[src/sv/ccsr_pkg.sv]
// Shared sizes, result codes and control structs of the COO to CSR converter.
// No dependencies; every other file but ccsr_ram imports this package.
package ccsr_pkg;

  localparam int MAX_ROWS = 1024;
  localparam int MAX_NNZ  = 4096;

  localparam int ROW_W  = 11;                       // row and column fields
  localparam int VAL_W  = 64;
  localparam int RSA_W  = $clog2(MAX_ROWS + 1);     // row start address
  localparam int CUR_A_W = $clog2(MAX_ROWS);        // cursor address
  localparam int NA_W   = $clog2(MAX_NNZ);          // entry address
  localparam int CNT_W  = $clog2(MAX_NNZ + 1);      // entry count
  localparam int POS_W  = 14;                       // emit position
  localparam int PTR_W  = 13;

  localparam int ARR_W  = ROW_W + ROW_W + 2 * VAL_W;
  localparam int SRT_W  = ROW_W + 2 * VAL_W;

  localparam logic [1:0] KIND_ACK   = 2'd0;
  localparam logic [1:0] KIND_PTR   = 2'd1;
  localparam logic [1:0] KIND_ENTRY = 2'd2;
  localparam logic [1:0] KIND_NONE  = 2'd3;

  localparam logic [1:0] ST_OK    = 2'd0;
  localparam logic [1:0] ST_RANGE = 2'd1;
  localparam logic [1:0] ST_FULL  = 2'd2;

  localparam logic OP_LOAD = 1'b0;
  localparam logic OP_EMIT = 1'b1;

  localparam logic CFG_ROW_COUNT  = 1'b0;
  localparam logic CFG_INDEX_BASE = 1'b1;

  typedef struct packed {
    logic accept;
    logic emitting;
    logic exec;
    logic conv_init;
    logic clr_wr;
    logic cnt_rd;
    logic cnt_rd2;
    logic cnt_wr;
    logic pfx_rd;
    logic pfx_wr;
    logic sc_rd;
    logic sc_cur;
    logic sc_wr;
    logic finish;
    logic emit_clear;
    logic idx_clr;
    logic idx_inc;
  } ccsr_cmd_t;

  typedef struct packed {
    logic pend_op;
    logic pend_last;
    logic pend_end;
    logic rng_last;
    logic arr_last;
    logic arr_empty;
    logic row_ok;
  } ccsr_sts_t;

endpackage

[src/sv/ccsr_ctrl.sv]
// Controller of the COO to CSR converter: item sequencing and conversion passes.
// Depends on ccsr_pkg; drives ccsr_datapath through command and status structs.
module ccsr_ctrl
  import ccsr_pkg::*;
(
  input  logic      clk,
  input  logic      rst_n,
  input  logic      start,
  output logic      busy,
  input  ccsr_sts_t sts,
  output ccsr_cmd_t cmd
);

  localparam logic [3:0] S_IDLE    = 4'd0;
  localparam logic [3:0] S_EXEC    = 4'd1;
  localparam logic [3:0] S_CLR     = 4'd2;
  localparam logic [3:0] S_CNT_RD  = 4'd3;
  localparam logic [3:0] S_CNT_RD2 = 4'd4;
  localparam logic [3:0] S_CNT_WR  = 4'd5;
  localparam logic [3:0] S_PFX_RD  = 4'd6;
  localparam logic [3:0] S_PFX_WR  = 4'd7;
  localparam logic [3:0] S_SC_RD   = 4'd8;
  localparam logic [3:0] S_SC_CUR  = 4'd9;
  localparam logic [3:0] S_SC_WR   = 4'd10;
  localparam logic [3:0] S_FIN     = 4'd11;

  logic [3:0] state_r, state_nxt;
  logic       emit_r, emit_nxt;

  always_ff @(posedge clk) begin
    if (!rst_n) begin
      state_r <= S_IDLE;
      emit_r  <= 1'b0;
    end else begin
      state_r <= state_nxt;
      emit_r  <= emit_nxt;
    end
  end

  assign busy = (state_r != S_IDLE);

  always_comb begin
    state_nxt    = state_r;
    emit_nxt     = emit_r;
    cmd          = '0;
    cmd.emitting = emit_r;
    unique case (state_r)
      S_IDLE: begin
        if (start) begin
          cmd.accept = 1'b1;
          state_nxt  = S_EXEC;
        end
      end
      S_EXEC: begin
        cmd.exec  = 1'b1;
        state_nxt = S_IDLE;
        if (sts.pend_op == OP_LOAD && !emit_r && sts.pend_last) begin
          cmd.conv_init = 1'b1;
          state_nxt     = S_CLR;
        end else if (sts.pend_op == OP_EMIT && emit_r && sts.pend_end) begin
          cmd.emit_clear = 1'b1;
          emit_nxt       = 1'b0;
        end
      end
      S_CLR: begin
        cmd.clr_wr = 1'b1;
        if (sts.rng_last) begin
          cmd.idx_clr = 1'b1;
          state_nxt   = sts.arr_empty ? S_PFX_RD : S_CNT_RD;
        end else begin
          cmd.idx_inc = 1'b1;
        end
      end
      S_CNT_RD: begin
        cmd.cnt_rd = 1'b1;
        state_nxt  = S_CNT_RD2;
      end
      S_CNT_RD2: begin
        if (sts.row_ok) begin
          cmd.cnt_rd2 = 1'b1;
          state_nxt   = S_CNT_WR;
        end else if (sts.arr_last) begin
          cmd.idx_clr = 1'b1;
          state_nxt   = S_PFX_RD;
        end else begin
          cmd.idx_inc = 1'b1;
          state_nxt   = S_CNT_RD;
        end
      end
      S_CNT_WR: begin
        cmd.cnt_wr = 1'b1;
        if (sts.arr_last) begin
          cmd.idx_clr = 1'b1;
          state_nxt   = S_PFX_RD;
        end else begin
          cmd.idx_inc = 1'b1;
          state_nxt   = S_CNT_RD;
        end
      end
      S_PFX_RD: begin
        cmd.pfx_rd = 1'b1;
        state_nxt  = S_PFX_WR;
      end
      S_PFX_WR: begin
        cmd.pfx_wr = 1'b1;
        if (sts.rng_last) begin
          cmd.idx_clr = 1'b1;
          state_nxt   = sts.arr_empty ? S_FIN : S_SC_RD;
        end else begin
          cmd.idx_inc = 1'b1;
          state_nxt   = S_PFX_RD;
        end
      end
      S_SC_RD: begin
        cmd.sc_rd = 1'b1;
        state_nxt = S_SC_CUR;
      end
      S_SC_CUR: begin
        if (sts.row_ok) begin
          cmd.sc_cur = 1'b1;
          state_nxt  = S_SC_WR;
        end else if (sts.arr_last) begin
          state_nxt = S_FIN;
        end else begin
          cmd.idx_inc = 1'b1;
          state_nxt   = S_SC_RD;
        end
      end
      S_SC_WR: begin
        cmd.sc_wr = 1'b1;
        if (sts.arr_last) begin
          state_nxt = S_FIN;
        end else begin
          cmd.idx_inc = 1'b1;
          state_nxt   = S_SC_RD;
        end
      end
      S_FIN: begin
        cmd.finish = 1'b1;
        emit_nxt   = 1'b1;
        state_nxt  = S_IDLE;
      end
      default: begin
        state_nxt = S_IDLE;
      end
    endcase
  end

endmodule

[config.mk]
export PLATFORM = sky130hd
export DESIGN_NAME = ccsr_ctrl
export DESIGN_NICKNAME = d
export VERILOG_FILES = /design/src/sv/ccsr_pkg.sv /design/src/sv/ccsr_ctrl.sv
export SDC_FILE = /design/constraint.sdc
export NUM_CORES = 1
export LEC_CHECK = 0
export BUFFER_PORTS_ARGS = -buffer_cell sky130_fd_sc_hd__buf_2
export CELL_PAD_IN_SITES_DETAIL_PLACEMENT = 0
export CELL_PAD_IN_SITES_GLOBAL_PLACEMENT = 1
export CORE_UTILIZATION = 29
export CTS_CLUSTER_DIAMETER = 30
export DETAILED_ROUTE_END_ITERATION = 8
export MAX_ROUTING_LAYER = met4
export PLACE_DENSITY_LB_ADDON = 0.1
export SLEW_MARGIN = 20
export SYNTH_ARGS = -nofsm -noshare
export SYNTH_HDL_FRONTEND = slang
export SYNTH_SLANG_ARGS = --single-unit
[constraint.sdc]
create_clock -name clk -period 1.7 [get_ports clk]
set_input_delay 0.255 -clock clk [delete_from_list [all_inputs] [get_ports clk]]
set_output_delay 0.255 -clock clk [all_outputs]
set_load 0.01 [all_outputs]
Yosys cells after proc, flatten, opt, wreduce, memory -nomap -nowiden:

Cells that the tools add are included.
W data, S select, Z words.

* equal/unequal tests: 15
* multiplexer cells: 40
* bitwise logic cells: 1
* reductions and logical operators: 12

Operators with widths (number)
* $pmux W4 S11: 1
* $mux W1: 24
* $mux W4: 5
* $eq A4 B3 Y1 const B: 4
* $eq A4 B4 Y1 const B: 4
* $mux W2: 5
* $eq A4 B2 Y1 const B: 2
* $ne A2 B2 Y1 const B: 4
* $mux W3: 2
* $eq A4 B1 Y1 const B: 1
* $logic_and A1 B1 Y1: 4
* $logic_not A4 Y1: 1
* $pmux W1 S4: 1
* $reduce_bool A4 Y1: 1
* $reduce_or A2 Y1: 2
* $pmux W1 S3: 1
* $reduce_and A3 Y1: 1
* $pmux W1 S2: 1
* $reduce_and A2 Y1: 1
* $reduce_bool A2 Y1: 1
* $logic_not A1 Y1: 1
* $not A1 Y1: 1

* register bits after elaboration: 5
* word-level logic and storage cells: 70

Longest topological paths before layout:

* word-level depth: 5
* mapped depth: 5

Worst setup path after synthesis:

Ideal clock, no wire load.

* kind: flip-flop to output port
* start: register state_r[2]
* end: output cmd[0] (netlist bit)
* arrival time: 1.113 ns
* path slack: 0.332 ns
* stages on the path, launching flop included: 5
* buffers on the path: 1
* path through: dfxtp_1 -> buf_4 -> or2_4 -> a21oi_1 -> o2bb2ai_1

RTL lines
* from (decl): RTL line ccsr_ctrl.sv:27 `logic [3:0] state_r, state_nxt;`
* from (signal assigned): RTL line ccsr_ctrl.sv:35 `state_r <= state_nxt;`
* to (decl): RTL line ccsr_ctrl.sv:11 `output ccsr_cmd_t cmd`

==> impl_metrics.tcl <==
set metrics [dict create \
    fmax_mhz 617 \
    setup.worst_path.class "flip-flop to output port" \
    antenna_found_initial 0 \
    clk_latency_ps 240 \
    synthArstFlopShare_pct 0 \
    root_buffer "clkbuf_4" \
    grt-ovfl-total 0 \
    die_h_um 45.8 \
    row_count 15 \
    drv_cap 0 \
    wl_um 1550 \
    drc_errors 0 \
    synth_area_um2 556 \
    wl_per_cell_um 11.7 \
    drtIter0Drc 14 \
    r2r_start "state_r[2]" \
    reg2reg_slack_ps 370 \
    hold_start "rst_n" \
    fin_hold_ws_ps 281 \
    clk_pin_slew_worst_paths_ps 40 \
    synthMuxAreaShare_pct 3.83 \
    final_util_pct 43.4 \
    path_max_fanout 15 \
    layout_common_cells "buf_2 (27), nor2_1 (9), nand2_1 (7)" \
    fin_crit_ps 1620 \
    setup_tns_ps 0 \
    cp_slowest_stage_delay_ps 400 \
    ys.flop_type "dfxtp_1" \
    firstDrtPassIters 4 \
    cp-start-kind "flip-flop" \
    rr_endpoint "state_r[1]" \
    path_cells "or2_4 -> a21oi_2 -> o2bb2ai_1 -> buf_2" \
    synth-edff-count 0 \
    status "finished, final reports clean" \
    layout.nets 118 \
    maxSlewViolCount 0 \
    final_antenna_net_count 0 \
    yosysTopAreaCell "dfxtp_1" \
    yosys.area_share.simple_pct 42.1 \
    critPathArrivalTime_ps 1360 \
    synthesis.nets 88 \
    yosys.area_share.xor_xnor_pct 0 \
    yosys_register_bits 5 \
    hold_class "input pin to flip-flop" \
    clkSinkCount 5 \
    cp-end-kind "output port" \
    whs_path_depth 2 \
    cts_htree_levels 1 \
    yosys.area_share.adder_pct 0 \
    cts_buffers 3 \
    crit_family "flip-flops" \
    layout.cells.most_common "buf_2" \
    core_um2 1760 \
    synth-seq-area-share_pct 18.0 \
    worst_slew_pin_slew_ps 304 \
    r2r_cells 4 \
    holdPathEnd "state_r[1]" \
    synth_top_area_share_pct 18.0 \
    first_global_vias 496 \
    cpMaxStageDelayCell "dfxtp_2" \
    io-pin-count 28 \
    hold_violations 0 \
    power.total_uw 722 \
    synth_top_family_by_area "simple AND/OR/NAND/NOR gates" \
    synth_cells 78 \
    yosys.cell_types.count 35 \
    ctsHoldBuffers 0 \
    gp_congestion 0.862 \
    setup_viol 0 \
    power_density_nw_per_um2 943 \
    chipWidth_um 45.8 \
    vias 648 \
    crit_buf_inv 1 \
    dieArea_um2 2090 \
    yosysWarningCount 0 \
    grt_pass1_wl_um 2240 \
    irDropWorstVdd_mv 0.369 \
    via_per_inst 4.91 \
    rsz0062_at_grt "false" \
    drive_gt1_share_pct 44.9 \
    synth-compound-area-share_pct 26.8 \
    start_util_pct 31.5 \
    worst_ep_required_time_ps 1440 \
    clock_skew_ps 0.536 \
    place.port_buffers 27 \
    cp-startpoint "state_r[2]" \
    grt.total_usage_pct 15.9 \
    leakage_nw 0.365 \
    hpwl_um 1210 \
    cts_tree "built" \
    antennaDiodeCount 0 \
    synth.avg_cell_area_um2 7.12 \
    grt_max_degree 17 \
    finalCritPeriodShare_pct 95.3 \
    synthTopCellsByArea "dfxtp_1 (18%), nand2b_1 (6.8%), nor2_1 (6.8%)" \
    slew_headroom_pct 79.7 \
    area_delta_synth_final_pct 37.8 \
    cts_buffer_depth 2 \
    post_cts_buffers 0 \
]
==> how the worst max path moves through the flow <==
stage / end / slack [ps] / cells after the start
global placement: cmd[13] / 120 / 3
floorplan: cmd[0] / 330 / 4
global route: cmd[0] / 4 / 4
detailed placement: cmd[2] / 130 / 4
finish: cmd[0] / 80 / 4
CTS: cmd[0] / 20 / 4
==> cell usage after synthesis (all sizes together) (2+ instances only) <==
cell	instances
nand3	2
nor3b	2
nand2	7
a21oi	6
o21ai	2
a31oi	2
dfxtp	5
nor2	10
nor2b	4
nand2b	6
and3	4
inv	3
buf	5
==> per-stage QoR <==
step | setup WS (ps) | cells | area (um2)
final | 80.3 | 132 | 766
after global routing | 4.01 | 132 | 766
after CTS | 21.0 | 132 | 746
after floorplan | 332 | 78 | 556
after global placement | 118 | 128 | 712
after detailed placement | 131 | 128 | 712
==> metal layers <==
layer / track usage [%] / part of all wire, % / wire length, um
met5: - / 0 / 0
met4: 7.06 / 1.1 / 17
met3: 2.38 / 5.3 / 82
met2: 22.6 / 44 / 686
met1: 21.9 / 49 / 760
==> cell families (layout without fill, tap and decap cells) <==
| group | count (synthesis) | count (layout) |
|---|---|---|
| AO/OA/AOI/OAI | 20 | 20 |
| AND/OR/NAND/NOR | 42 | 42 |
| multiplexers | 2 | 2 |
| buffers and inverters | 9 | 38 |
| flip-flops | 5 | 5 |
==> report_power, final <==
group          total (mW)  leakage (nW)  internal (mW)  switching, mW
combinational       0.373         0.307          0.188          0.185
sequential          0.212        0.0427          0.142         0.0692
clock               0.138        0.0150         0.0888         0.0491
total               0.722         0.365          0.419          0.303
==> state kept, by name, indices dropped and copies added, names as in the netlist <==
name,count
emit_r,1
state_r,4
==> final cells by class <==
type                            instances  area, um2
Fill cell                             204        998
Clock buffer                            4       26.3
Timing Repair Buffer                   31        165
Inverter                                3       11.3
Sequential cell                         5        108
Tap cell                               25       31.3
Multi-Input combinational cell         64        424
==> what timing repair did <==
item                                    4_1_cts  5_1_grt
endpoints found under the hold margin         0        0
gates cloned                                  0        0
resized for setup                             5        5
endpoints found under the setup margin        6        4
Power figures use the tool's default switching activity.
